[src/hdl/sfa_pkg.sv]
`timescale 1ns / 1ps
`default_nettype none
// ----------------------------------------------------------------------------
// Structure factor accumulator package
// Shared widths, the queue entry type, the quadrant codes and the quarter-wave
// cosine and sine tables, which are built at elaboration.
// ----------------------------------------------------------------------------
package sfa_pkg;

	// Design constants
	localparam int MAX_ATOMS        = 1024;
	localparam int TABLE_INDEX_BITS = 10;
	localparam int COORD_FRAC_BITS  = 16;

	// Field widths
	localparam int COORD_W = 24;
	localparam int ACC_W   = 26;
	localparam int CNT_W   = 11;
	localparam int AMP_W   = 15;
	localparam int TERM_W  = AMP_W + 1;

	// Only the low 2*COORD_FRAC_BITS bits of the dot product reach the index:
	// everything above is whole turns.
	localparam int PROD_W   = 2 * COORD_FRAC_BITS;
	localparam int PH_SHIFT = PROD_W - TABLE_INDEX_BITS;
	localparam logic [PROD_W-1:0] PH_ROUND = PROD_W'(64'd1 << (PH_SHIFT - 1));

	localparam int QTR_BITS = TABLE_INDEX_BITS - 2;
	localparam int QTR      = 1 << QTR_BITS;

	localparam int CNT_CAP_INT = (MAX_ATOMS < 2047) ? MAX_ATOMS : 2047;
	localparam logic [CNT_W-1:0] CNT_CAP = CNT_W'(CNT_CAP_INT);

	localparam logic signed [ACC_W-1:0] ACC_LIM = ACC_W'(16777216);

	localparam int FIFO_DEPTH = 4;
	localparam int FIFO_PTR_W = 2;
	localparam int FIFO_CNT_W = FIFO_PTR_W + 1;

	// Quadrant of the phase, from the top two index bits
	typedef enum logic [1:0] {
		QUAD_I   = 2'd0,
		QUAD_II  = 2'd1,
		QUAD_III = 2'd2,
		QUAD_IV  = 2'd3
	} quad_t;

	// One classified item as it waits between the front and the back
	typedef struct packed {
		logic [TABLE_INDEX_BITS-1:0] idx;
		logic                        last;
	} phase_t;

	typedef logic [AMP_W-1:0] amp_t;
	typedef amp_t [QTR-1:0]   amp_tbl_t;

	// Table construction, elaboration only
	localparam longint HALF_PI_Q30  = 64'sd1686629713;
	localparam longint Q30_ONE      = 64'sd1073741824;
	localparam longint Q29_HALF     = 64'sd536870912;
	localparam longint AMP_ONE      = 64'sd16384;
	localparam int     TAYLOR_TERMS = 12;

	localparam longint unsigned COS_DIV [TAYLOR_TERMS] = '{
		64'd2, 64'd12, 64'd30, 64'd56, 64'd90, 64'd132,
		64'd182, 64'd240, 64'd306, 64'd380, 64'd462, 64'd552
	};
	localparam longint unsigned SIN_DIV [TAYLOR_TERMS] = '{
		64'd6, 64'd20, 64'd42, 64'd72, 64'd110, 64'd156,
		64'd210, 64'd272, 64'd342, 64'd420, 64'd506, 64'd600
	};

	function automatic amp_t q30_to_q14(input longint v);
		longint t;
		t = 0;
		if (v > 0) begin
			t = (v * AMP_ONE + Q29_HALF) >>> 30;
			if (t > AMP_ONE)
				t = AMP_ONE;
		end
		return AMP_W'(t);
	endfunction

	// Taylor series in Q30. Once a term truncates to zero every later one is
	// zero too, so a fixed number of terms gives the same sum.
	function automatic amp_t taylor_q14(input longint unsigned a2,
			input longint unsigned start, input logic want_sin);
		longint unsigned term;
		longint          sum;
		term = start;
		sum  = longint'(start);
		for (int i = 0; i < TAYLOR_TERMS; i++) begin
			if (want_sin)
				term = ((term * a2) >> 30) / SIN_DIV[i];
			else
				term = ((term * a2) >> 30) / COS_DIV[i];
			if ((i % 2) == 0)
				sum = sum - longint'(term);
			else
				sum = sum + longint'(term);
		end
		return q30_to_q14(sum);
	endfunction

	function automatic amp_tbl_t build_tbl(input logic want_sin);
		amp_tbl_t        tbl;
		longint unsigned a;
		longint unsigned a2;
		for (int r = 0; r < QTR; r++) begin
			a  = longint'((HALF_PI_Q30 * longint'(r) + longint'(QTR / 2)) / QTR);
			a2 = (a * a) >> 30;
			if (want_sin)
				tbl[r] = taylor_q14(a2, a, 1'b1);
			else
				tbl[r] = taylor_q14(a2, longint'(Q30_ONE), 1'b0);
		end
		return tbl;
	endfunction

	localparam amp_tbl_t COS_TBL = build_tbl(1'b0);
	localparam amp_tbl_t SIN_TBL = build_tbl(1'b1);

endpackage
`default_nettype wire

[src/hdl/sfa_front.sv]
`timescale 1ns / 1ps
`default_nettype none
// ----------------------------------------------------------------------------
// Structure factor front end
// Takes items in, forms the dot product of G and the position and rounds it
// to a table index of one turn, in two pipeline stages.
// ----------------------------------------------------------------------------
module sfa_front (
	input  wire logic                               clk,
	input  wire logic                               arst_n,
	input  wire logic                               in_valid,
	output logic                                    in_ready,
	input  wire logic signed [sfa_pkg::COORD_W-1:0] g_x,
	input  wire logic signed [sfa_pkg::COORD_W-1:0] g_y,
	input  wire logic signed [sfa_pkg::COORD_W-1:0] g_z,
	input  wire logic signed [sfa_pkg::COORD_W-1:0] pos_x,
	input  wire logic signed [sfa_pkg::COORD_W-1:0] pos_y,
	input  wire logic signed [sfa_pkg::COORD_W-1:0] pos_z,
	input  wire logic                               last_atom,
	output logic                                    out_valid,
	input  wire logic                               out_ready,
	output sfa_pkg::phase_t                         out_entry
);
	import sfa_pkg::*;

	logic signed [2*COORD_W-1:0] mul_x, mul_y, mul_z;
	logic [PROD_W-1:0]           prod_x_s1, prod_y_s1, prod_z_s1;
	logic                        last_s1, valid_s1;
	logic [PROD_W-1:0]           phase_sum;
	phase_t                      entry_s2;
	logic                        valid_s2;
	logic                        en_s1, en_s2;

	assign en_s2    = !valid_s2 || out_ready;
	assign en_s1    = !valid_s1 || en_s2;
	assign in_ready = en_s1;

	// Only the low product bits survive the modulo-one-turn wrap.
	assign mul_x = g_x * pos_x;
	assign mul_y = g_y * pos_y;
	assign mul_z = g_z * pos_z;

	always_ff @(posedge clk or negedge arst_n) begin
		if (!arst_n) begin
			valid_s1 <= 1'b0;
		end else if (en_s1) begin
			valid_s1 <= in_valid;
		end
	end

	always_ff @(posedge clk) begin
		if (en_s1) begin
			prod_x_s1 <= mul_x[PROD_W-1:0];
			prod_y_s1 <= mul_y[PROD_W-1:0];
			prod_z_s1 <= mul_z[PROD_W-1:0];
			last_s1   <= last_atom;
		end
	end

	// Round half up to the table resolution.
	assign phase_sum = prod_x_s1 + prod_y_s1 + prod_z_s1 + PH_ROUND;

	always_ff @(posedge clk or negedge arst_n) begin
		if (!arst_n) begin
			valid_s2 <= 1'b0;
		end else if (en_s2) begin
			valid_s2 <= valid_s1;
		end
	end

	always_ff @(posedge clk) begin
		if (en_s2) begin
			entry_s2.idx  <= phase_sum[PROD_W-1:PH_SHIFT];
			entry_s2.last <= last_s1;
		end
	end

	assign out_valid = valid_s2;
	assign out_entry = entry_s2;

endmodule
`default_nettype wire

[src/hdl/sfa_fifo.sv]
`timescale 1ns / 1ps
`default_nettype none
// ----------------------------------------------------------------------------
// Structure factor phase queue
// Short first-in first-out queue of classified items between front and back.
// ----------------------------------------------------------------------------
module sfa_fifo (
	input  wire logic            clk,
	input  wire logic            arst_n,
	input  wire logic            wr_valid,
	output logic                 wr_ready,
	input  wire sfa_pkg::phase_t wr_data,
	output logic                 rd_valid,
	input  wire logic            rd_ready,
	output sfa_pkg::phase_t      rd_data
);
	import sfa_pkg::*;

	phase_t                mem [FIFO_DEPTH];
	logic [FIFO_PTR_W-1:0] wr_ptr_q, rd_ptr_q;
	logic [FIFO_CNT_W-1:0] cnt_q;
	logic                  do_wr, do_rd;

	assign wr_ready = (cnt_q != FIFO_CNT_W'(FIFO_DEPTH));
	assign rd_valid = (cnt_q != '0);
	assign do_wr    = wr_valid && wr_ready;
	assign do_rd    = rd_valid && rd_ready;
	assign rd_data  = mem[rd_ptr_q];

	always_ff @(posedge clk) begin
		if (do_wr) begin
			mem[wr_ptr_q] <= wr_data;
		end
	end

	always_ff @(posedge clk or negedge arst_n) begin
		if (!arst_n) begin
			wr_ptr_q <= '0;
			rd_ptr_q <= '0;
			cnt_q    <= '0;
		end else begin
			if (do_wr)
				wr_ptr_q <= wr_ptr_q + 1'b1;
			if (do_rd)
				rd_ptr_q <= rd_ptr_q + 1'b1;
			if (do_wr && !do_rd)
				cnt_q <= cnt_q + 1'b1;
			else if (do_rd && !do_wr)
				cnt_q <= cnt_q - 1'b1;
		end
	end

	// Occupancy never runs past the depth.
	a_cnt_bound: assert property (@(posedge clk) disable iff (!arst_n)
		cnt_q <= FIFO_CNT_W'(FIFO_DEPTH))
		else $error("phase queue occupancy beyond its depth");

endmodule
`default_nettype wire

[src/hdl/sfa_back.sv]
`timescale 1ns / 1ps
`default_nettype none
// ----------------------------------------------------------------------------
// Structure factor back end
// Looks up cosine and sine for each queued phase, accumulates the complex sum
// with saturation and hands finished sums to a one-deep result register.
// ----------------------------------------------------------------------------
module sfa_back (
	input  wire logic                              clk,
	input  wire logic                              arst_n,
	input  wire logic                              q_valid,
	output logic                                   q_ready,
	input  wire sfa_pkg::phase_t                   q_entry,
	output logic                                   empty,
	input  wire logic                              pop,
	output logic signed [sfa_pkg::ACC_W-1:0]       sf_real,
	output logic signed [sfa_pkg::ACC_W-1:0]       sf_imag,
	output logic [sfa_pkg::CNT_W-1:0]              atom_count,
	output logic                                   saturated
);
	import sfa_pkg::*;

	quad_t                    quad;
	logic [QTR_BITS-1:0]      ridx;
	logic signed [TERM_W-1:0] cos_t, sin_t;
	logic signed [TERM_W-1:0] re_term, im_term;
	logic signed [TERM_W-1:0] re_s1, im_s1;
	logic                     last_s1, valid_s1;
	logic                     en_s1, fire, out_take;

	logic signed [ACC_W-1:0]  acc_re_q, acc_im_q;
	logic [CNT_W-1:0]         cnt_q;
	logic                     ovf_q;
	logic                     out_v_q;

	logic signed [ACC_W-1:0]  sum_re, sum_im, nx_re, nx_im;
	logic                     sat_re, sat_im, at_cap;
	logic [CNT_W-1:0]         nx_cnt;
	logic                     nx_ovf;

	// Lookup stage
	assign quad  = quad_t'(q_entry.idx[TABLE_INDEX_BITS-1 -: 2]);
	assign ridx  = q_entry.idx[QTR_BITS-1:0];
	assign cos_t = $signed({1'b0, COS_TBL[ridx]});
	assign sin_t = $signed({1'b0, SIN_TBL[ridx]});

	// Real term is the cosine, imaginary term minus the sine, per quadrant.
	always_comb begin
		unique case (quad)
			QUAD_I: begin
				re_term = cos_t;
				im_term = -sin_t;
			end
			QUAD_II: begin
				re_term = -sin_t;
				im_term = -cos_t;
			end
			QUAD_III: begin
				re_term = -cos_t;
				im_term = sin_t;
			end
			QUAD_IV: begin
				re_term = sin_t;
				im_term = cos_t;
			end
		endcase
	end

	// A last item waits in the lookup stage while the previous sum is unread.
	assign out_take = out_v_q && pop;
	assign fire     = valid_s1 && (!last_s1 || !out_v_q || out_take);
	assign en_s1    = !valid_s1 || fire;
	assign q_ready  = en_s1;

	always_ff @(posedge clk or negedge arst_n) begin
		if (!arst_n) begin
			valid_s1 <= 1'b0;
		end else if (en_s1) begin
			valid_s1 <= q_valid;
		end
	end

	always_ff @(posedge clk) begin
		if (en_s1) begin
			re_s1   <= re_term;
			im_s1   <= im_term;
			last_s1 <= q_entry.last;
		end
	end

	// Accumulate stage
	assign sum_re = acc_re_q + {{(ACC_W-TERM_W){re_s1[TERM_W-1]}}, re_s1};
	assign sum_im = acc_im_q + {{(ACC_W-TERM_W){im_s1[TERM_W-1]}}, im_s1};

	always_comb begin
		sat_re = 1'b1;
		if (sum_re > ACC_LIM)
			nx_re = ACC_LIM;
		else if (sum_re < -ACC_LIM)
			nx_re = -ACC_LIM;
		else begin
			nx_re  = sum_re;
			sat_re = 1'b0;
		end
		sat_im = 1'b1;
		if (sum_im > ACC_LIM)
			nx_im = ACC_LIM;
		else if (sum_im < -ACC_LIM)
			nx_im = -ACC_LIM;
		else begin
			nx_im  = sum_im;
			sat_im = 1'b0;
		end
	end

	assign at_cap = (cnt_q >= CNT_CAP);
	assign nx_cnt = at_cap ? cnt_q : cnt_q + 1'b1;
	assign nx_ovf = ovf_q || at_cap || sat_re || sat_im;

	always_ff @(posedge clk or negedge arst_n) begin
		if (!arst_n) begin
			acc_re_q <= '0;
			acc_im_q <= '0;
			cnt_q    <= '0;
			ovf_q    <= 1'b0;
		end else if (fire) begin
			if (last_s1) begin
				acc_re_q <= '0;
				acc_im_q <= '0;
				cnt_q    <= '0;
				ovf_q    <= 1'b0;
			end else begin
				acc_re_q <= nx_re;
				acc_im_q <= nx_im;
				cnt_q    <= nx_cnt;
				ovf_q    <= nx_ovf;
			end
		end
	end

	// Result register
	always_ff @(posedge clk or negedge arst_n) begin
		if (!arst_n) begin
			out_v_q <= 1'b0;
		end else if (fire && last_s1) begin
			out_v_q <= 1'b1;
		end else if (out_take) begin
			out_v_q <= 1'b0;
		end
	end

	always_ff @(posedge clk) begin
		if (fire && last_s1) begin
			sf_real    <= nx_re;
			sf_imag    <= nx_im;
			atom_count <= nx_cnt;
			saturated  <= nx_ovf;
		end
	end

	assign empty = !out_v_q;

	a_cnt_cap: assert property (@(posedge clk) disable iff (!arst_n)
		cnt_q <= CNT_CAP)
		else $error("atom count above its cap");

	a_acc_range: assert property (@(posedge clk) disable iff (!arst_n)
		acc_re_q <= ACC_LIM && acc_re_q >= -ACC_LIM &&
		acc_im_q <= ACC_LIM && acc_im_q >= -ACC_LIM)
		else $error("accumulator outside the saturation range");

	a_no_overwrite: assert property (@(posedge clk) disable iff (!arst_n)
		(out_v_q && !pop) |-> !(fire && last_s1))
		else $error("unread sum overwritten");

endmodule
`default_nettype wire

[src/hdl/structure_factor_accumulator_top.sv]
`timescale 1ns / 1ps
`default_nettype none
// ----------------------------------------------------------------------------
// Structure factor accumulator
// Sums exp(-i 2 pi G.tau) over a stream of atoms and returns one complex
// structure factor per group of atoms.
// ----------------------------------------------------------------------------
// Each item carries one reciprocal vector G/(2 pi) and one atom position, both
// signed Q8.16, plus a flag that marks the last atom of a sum. The block takes
// one item every clock cycle while full is low. The dot product is formed in a
// two-stage front end (three multipliers, then a sum and rounding to a 10-bit
// index of one turn), the index waits in a four-entry queue, and the back end
// looks up cosine and sine in quarter-wave Q1.14 tables and adds cos and minus
// sin into two saturating accumulators. On an item with last_atom set the sums,
// the atom count and the saturation flag appear on the result side and the
// accumulators restart from zero with the next item. A result passes through
// the front stages, the queue, the lookup stage and the result register, and
// stays until popped; other items keep flowing in the meantime. Only a second
// last item arriving while a sum is still unread stalls the back end, and full
// rises once the queue and both front stages are occupied. saturated reports
// more atoms than the supported 1024, or a sum clamped at plus or minus 2^24.
// ----------------------------------------------------------------------------
module structure_factor_accumulator_top (
	input  wire logic                               clk,
	input  wire logic                               arst_n,
	input  wire logic                               push,
	output logic                                    full,
	input  wire logic signed [sfa_pkg::COORD_W-1:0] g_x,
	input  wire logic signed [sfa_pkg::COORD_W-1:0] g_y,
	input  wire logic signed [sfa_pkg::COORD_W-1:0] g_z,
	input  wire logic signed [sfa_pkg::COORD_W-1:0] pos_x,
	input  wire logic signed [sfa_pkg::COORD_W-1:0] pos_y,
	input  wire logic signed [sfa_pkg::COORD_W-1:0] pos_z,
	input  wire logic                               last_atom,
	output logic                                    empty,
	input  wire logic                               pop,
	output logic signed [sfa_pkg::ACC_W-1:0]        sf_real,
	output logic signed [sfa_pkg::ACC_W-1:0]        sf_imag,
	output logic [sfa_pkg::CNT_W-1:0]               atom_count,
	output logic                                    saturated
);
	import sfa_pkg::*;

	logic   front_ready;
	logic   front_valid;
	phase_t front_entry;
	logic   fifo_ready;
	logic   back_valid;
	logic   back_ready;
	phase_t back_entry;

	// The front end stalls only when its output cannot enter the queue.
	assign full = !front_ready;

	sfa_front u_front (
		.clk       (clk),
		.arst_n    (arst_n),
		.in_valid  (push),
		.in_ready  (front_ready),
		.g_x       (g_x),
		.g_y       (g_y),
		.g_z       (g_z),
		.pos_x     (pos_x),
		.pos_y     (pos_y),
		.pos_z     (pos_z),
		.last_atom (last_atom),
		.out_valid (front_valid),
		.out_ready (fifo_ready),
		.out_entry (front_entry)
	);

	// The queue lets the front keep taking items while the back waits for a
	// result to be read.
	sfa_fifo u_fifo (
		.clk      (clk),
		.arst_n   (arst_n),
		.wr_valid (front_valid),
		.wr_ready (fifo_ready),
		.wr_data  (front_entry),
		.rd_valid (back_valid),
		.rd_ready (back_ready),
		.rd_data  (back_entry)
	);

	sfa_back u_back (
		.clk        (clk),
		.arst_n     (arst_n),
		.q_valid    (back_valid),
		.q_ready    (back_ready),
		.q_entry    (back_entry),
		.empty      (empty),
		.pop        (pop),
		.sf_real    (sf_real),
		.sf_imag    (sf_imag),
		.atom_count (atom_count),
		.saturated  (saturated)
	);

endmodule
`default_nettype wire

[config.mk]
export PLATFORM = sky130hd
export DESIGN_NAME = structure_factor_accumulator_top
export DESIGN_NICKNAME = d
export VERILOG_FILES = /design/src/hdl/sfa_pkg.sv /design/src/hdl/sfa_front.sv /design/src/hdl/sfa_fifo.sv /design/src/hdl/sfa_back.sv /design/src/hdl/structure_factor_accumulator_top.sv
export SDC_FILE = /design/constraint.sdc
export NUM_CORES = 2
export LEC_CHECK = 0
export BUFFER_PORTS_ARGS = -buffer_cell sky130_fd_sc_hd__buf_2
export CORE_MARGIN = 2
export CORE_UTILIZATION = 55
export DETAILED_ROUTE_END_ITERATION = 10
export PLACE_DENSITY = 0.72
export SETUP_SLACK_MARGIN = 0.02
export SLEW_MARGIN = 20
export SYNTH_ARGS = -nofsm -noshare
export SYNTH_HDL_FRONTEND = slang
export SYNTH_SLANG_ARGS = --single-unit
[constraint.sdc]
create_clock -name clk -period 6.8 [get_ports clk]
set_input_delay 0.34 -clock clk [delete_from_list [all_inputs] [get_ports clk]]
set_output_delay 0.34 -clock clk [all_outputs]
set_load 0.02 [all_outputs]
==> impl_metrics.py <==
metrics = {
    "finish": {
        "final_common_cell": "inv_1",
        "syn2layout_area_growth_pct": 9.15,
        "nFillCells": 10700,
        "drive_gt1_frac": 0.112,
        "nets": 9483,
        "final_cell_mix": "inv_1 (1395), fa_1 (1179), and2_1 (923), nand2_1 (649), ha_1 (505)",
        "stdcell_count": 9315,
    },
    "route": {
        "routed_wirelength_mm": 208,
        "first_pass_iters": 9,
        "num_vias": 53900,
        "antenna_left": 0,
        "drc": 0,
        "viasPerCell": 5.79,
        "post_drt_wl_per_cell_um": 22.4,
        "drt_iter0_drc": 5050,
    },
    "synthesis": {
        "synth.distinct_cells": 113,
        "avgSynthCellArea_um2": 9.32,
        "synth_flop_cell": "edfxtp_1",
        "ys_seq_area_frac": 0.137,
        "netlist_area_mm2": 0.0684,
        "async_flop_share": 0.231,
        "synth_top_family_by_area": "adder cells",
        "synthCells": 7338,
        "synth_compound_area_frac": 0.0988,
        "synthXorXnorAreaFrac": 0.0384,
        "syn_nets": 9172,
        "synthSimpleGateAreaFrac": 0.169,
        "ys_ff_latch": 324,
        "synth_mux_area_frac": 0.0160,
        "ys_warn_count": 0,
        "synthAdderAreaFrac": 0.438,
        "synth_edf_count": 249,
    },
    "floorplanning": {
        "pin_count": 215,
        "die_area_mm2": 0.127,
        "row_count": 129,
        "core_mm2": 0.124,
        "initial_core_util": 0.553,
        "die_h_um": 357,
        "die_w_um": 357,
    },
    "clocking": {
        "clkSlewWorstSetupHoldPaths_ns": 0.06,
        "cts_tree": "yes",
        "cts_buffers": 36,
        "root_buffer": "clkbuf_16",
        "insertion_delay_ns": 0.58,
        "h-tree-depth": 2,
        "clock_path_buffers": 3,
        "cts.sink_count": 324,
    },
    "placed_design": {
        "gp_congestion": 1.10,
        "io_buffers": 214,
        "dpl.hpwl_mm": 169,
        "post-place-cells": 9244,
        "pre_cts_ws_ns": -0.421,
    },
    "timing": {
        "setup_ws_ns": 0.265,
        "rsz0062_at_grt": "no",
        "setup_viol_count_final": 0,
        "tightest_slew_ns": 1.19,
        "fin_crit_sh": 0.961,
        "whs_ns": 0.385,
        "setup_tns_ns": 0,
        "hold_viol": 0,
        "skew_ns": 0.0364,
        "slew_headroom": 0.203,
        "slew_violations": 0,
        "fmax_mhz": 153,
        "period_needed_ns": 6.54,
    },
    "global_route": {
        "grt_max_degree": 90,
        "grtUsageTotal": 0.333,
        "grt_antenna_before_repair": 5,
        "grt-ovfl-total": 0,
        "grt_pass1_vias": 56900,
        "grt_pass1_wl_mm": 328,
    },
    "setup_path": {
        "start_kind": "primary input",
        "critPathKind": "in2reg",
        "worstPathMaxFanout": 8,
        "required_ns": 7.11,
        "arrival_ns": 6.85,
        "r2r_cells": 17,
        "worst_setup_path_end_kind": "flop",
    },
    "worst_hold_path": {
        "hold_class": "in2async",
    },
    "run": {
        "maxCapViolations": 0,
    },
    "status": {
        "run_status": "finished, final reports clean",
    },
}
critical path: stages:
cell      delay [ns]
buf_2           0.17
buf_4           0.18
and2_1          0.17
fa_1            0.51
fa_1            0.49
inv_1           0.06
fa_1            0.57
fa_1            0.45
fa_1            0.54
inv_1           0.05
fa_1            0.48
inv_1           0.05
fa_1            0.48
inv_1           0.05
ha_1            0.30
a21o_1          0.17
a21o_1          0.19
a21oi_2         0.18
nand2_1         0.09
o211ai_1        0.17
buf_4           0.16
and3_1          0.21
nor4_2          0.08
nor3_1          0.31
o31ai_1         0.13
a21oi_1         0.18
xnor2_1         0.08
metal layers:
layer  wire (µm)  GRT usage  share of wire  vias to the layer above
met1       85200      0.453           0.41                    27200
met4        9040      0.120          0.043                        4
met2       97700      0.543           0.47                     2380
li1            -          -              -                    23800
met5          31          0        0.00015                        -
met3       16400     0.0498          0.079                      514
final cells by class:
type	count	area [µm²]	share of cell area
timing repair buffer	677	4740	0.0635
tap	1637	2050	0.0274
antenna	1	2.50	0.0000335
clock inverter	28	280	0.00375
inverter	1398	5250	0.0703
sequential	324	9360	0.125
multi-input combinational	5212	52100	0.698
clock buffer	38	908	0.0122
synthesized netlist by cell type (15+ instances only):
cell type,number,area [µm²]
o21bai_1,18,135
nand2_1,650,2440
edfxtp_1,249,7480
o221ai_1,23,201
or3_1,25,156
or2_2,23,144
nand4_1,15,93.8
mux2_2,22,248
nor4_1,15,93.8
buf_6,22,248
a32o_1,31,310
o21ai_0,133,666
a21o_1,56,420
fa_1,1180,23600
nor2b_1,50,313
nor3_1,77,385
a211oi_1,48,360
inv_1,1395,5240
dfrtp_1,75,1880
and2_1,923,5770
mux2i_1,53,531
o2111ai_1,15,131
nand2b_1,67,419
clkbuf_1,294,1100
a211o_1,16,140
a31oi_1,50,313
xnor2_1,214,1870
ha_1,505,6320
o31ai_1,32,240
o311ai_0,21,184
a221oi_1,21,184
nor2_1,208,781
nand3_1,66,330
and3_1,23,144
xor2_1,86,753
o21a_1,26,195
o211ai_1,36,270
buf_2,62,310
a21oi_1,199,996
repair_timing:
action / 4_1_cts / 5_1_grt
hold endpoints to repair: 21 / 0
hold buffers: 4 / 0
resized for setup: 0 / 6
setup endpoints to repair: 0 / 4
buffers inserted: 0 / 0
state kept, by name, summed over array words and instances, names as in the netlist, 16 cells and up:
register           count
u_back.sf_imag        26
u_back.sf_real        26
u_front.prod_z_s1     32
u_fifo.mem            44
u_back.re_s1          16
u_back.acc_re_q       26
u_front.prod_x_s1     32
u_back.im_s1          16
u_front.prod_y_s1     32
u_back.acc_im_q       26
per-stage QoR:
step,util,cell area (µm²)
after floorplan,-,68400
after global placement,0.594,73400
after detailed placement,0.594,73400
after CTS,0.604,74600
after global routing,0.604,74700
final,0.604,74700
final timing paths:
path / startpoint / to / slack, ns
worst min register to register: u_front.valid_s1 / u_front.out_valid / 0.47
max in group asynchronous: arst_n / u_fifo.rd_ptr_q[0] / 5.80
worst max-delay path: pos_y[3] / u_front.prod_y_s1[31] / 0.26
worst min-delay path: arst_n / u_back.acc_re_q[20] / 0.39
min in group clk: g_z[0] / u_front.prod_z_s1[0] / 0.39
worst max register to register: u_fifo.rd_ptr_q[1] / u_back.im_s1[14] / 0.71
kinds of logic after synthesis:
family / count (synthesis)
buf+inv: 1802
compound gates: 939
mux: 91
simple gates: 2197
xor+xnor: 300
fa+ha+maj: 1685
flops: 324
Power is not shown: default switching activity piles up to over one toggle a cycle in this logic, so the estimate is an artifact.
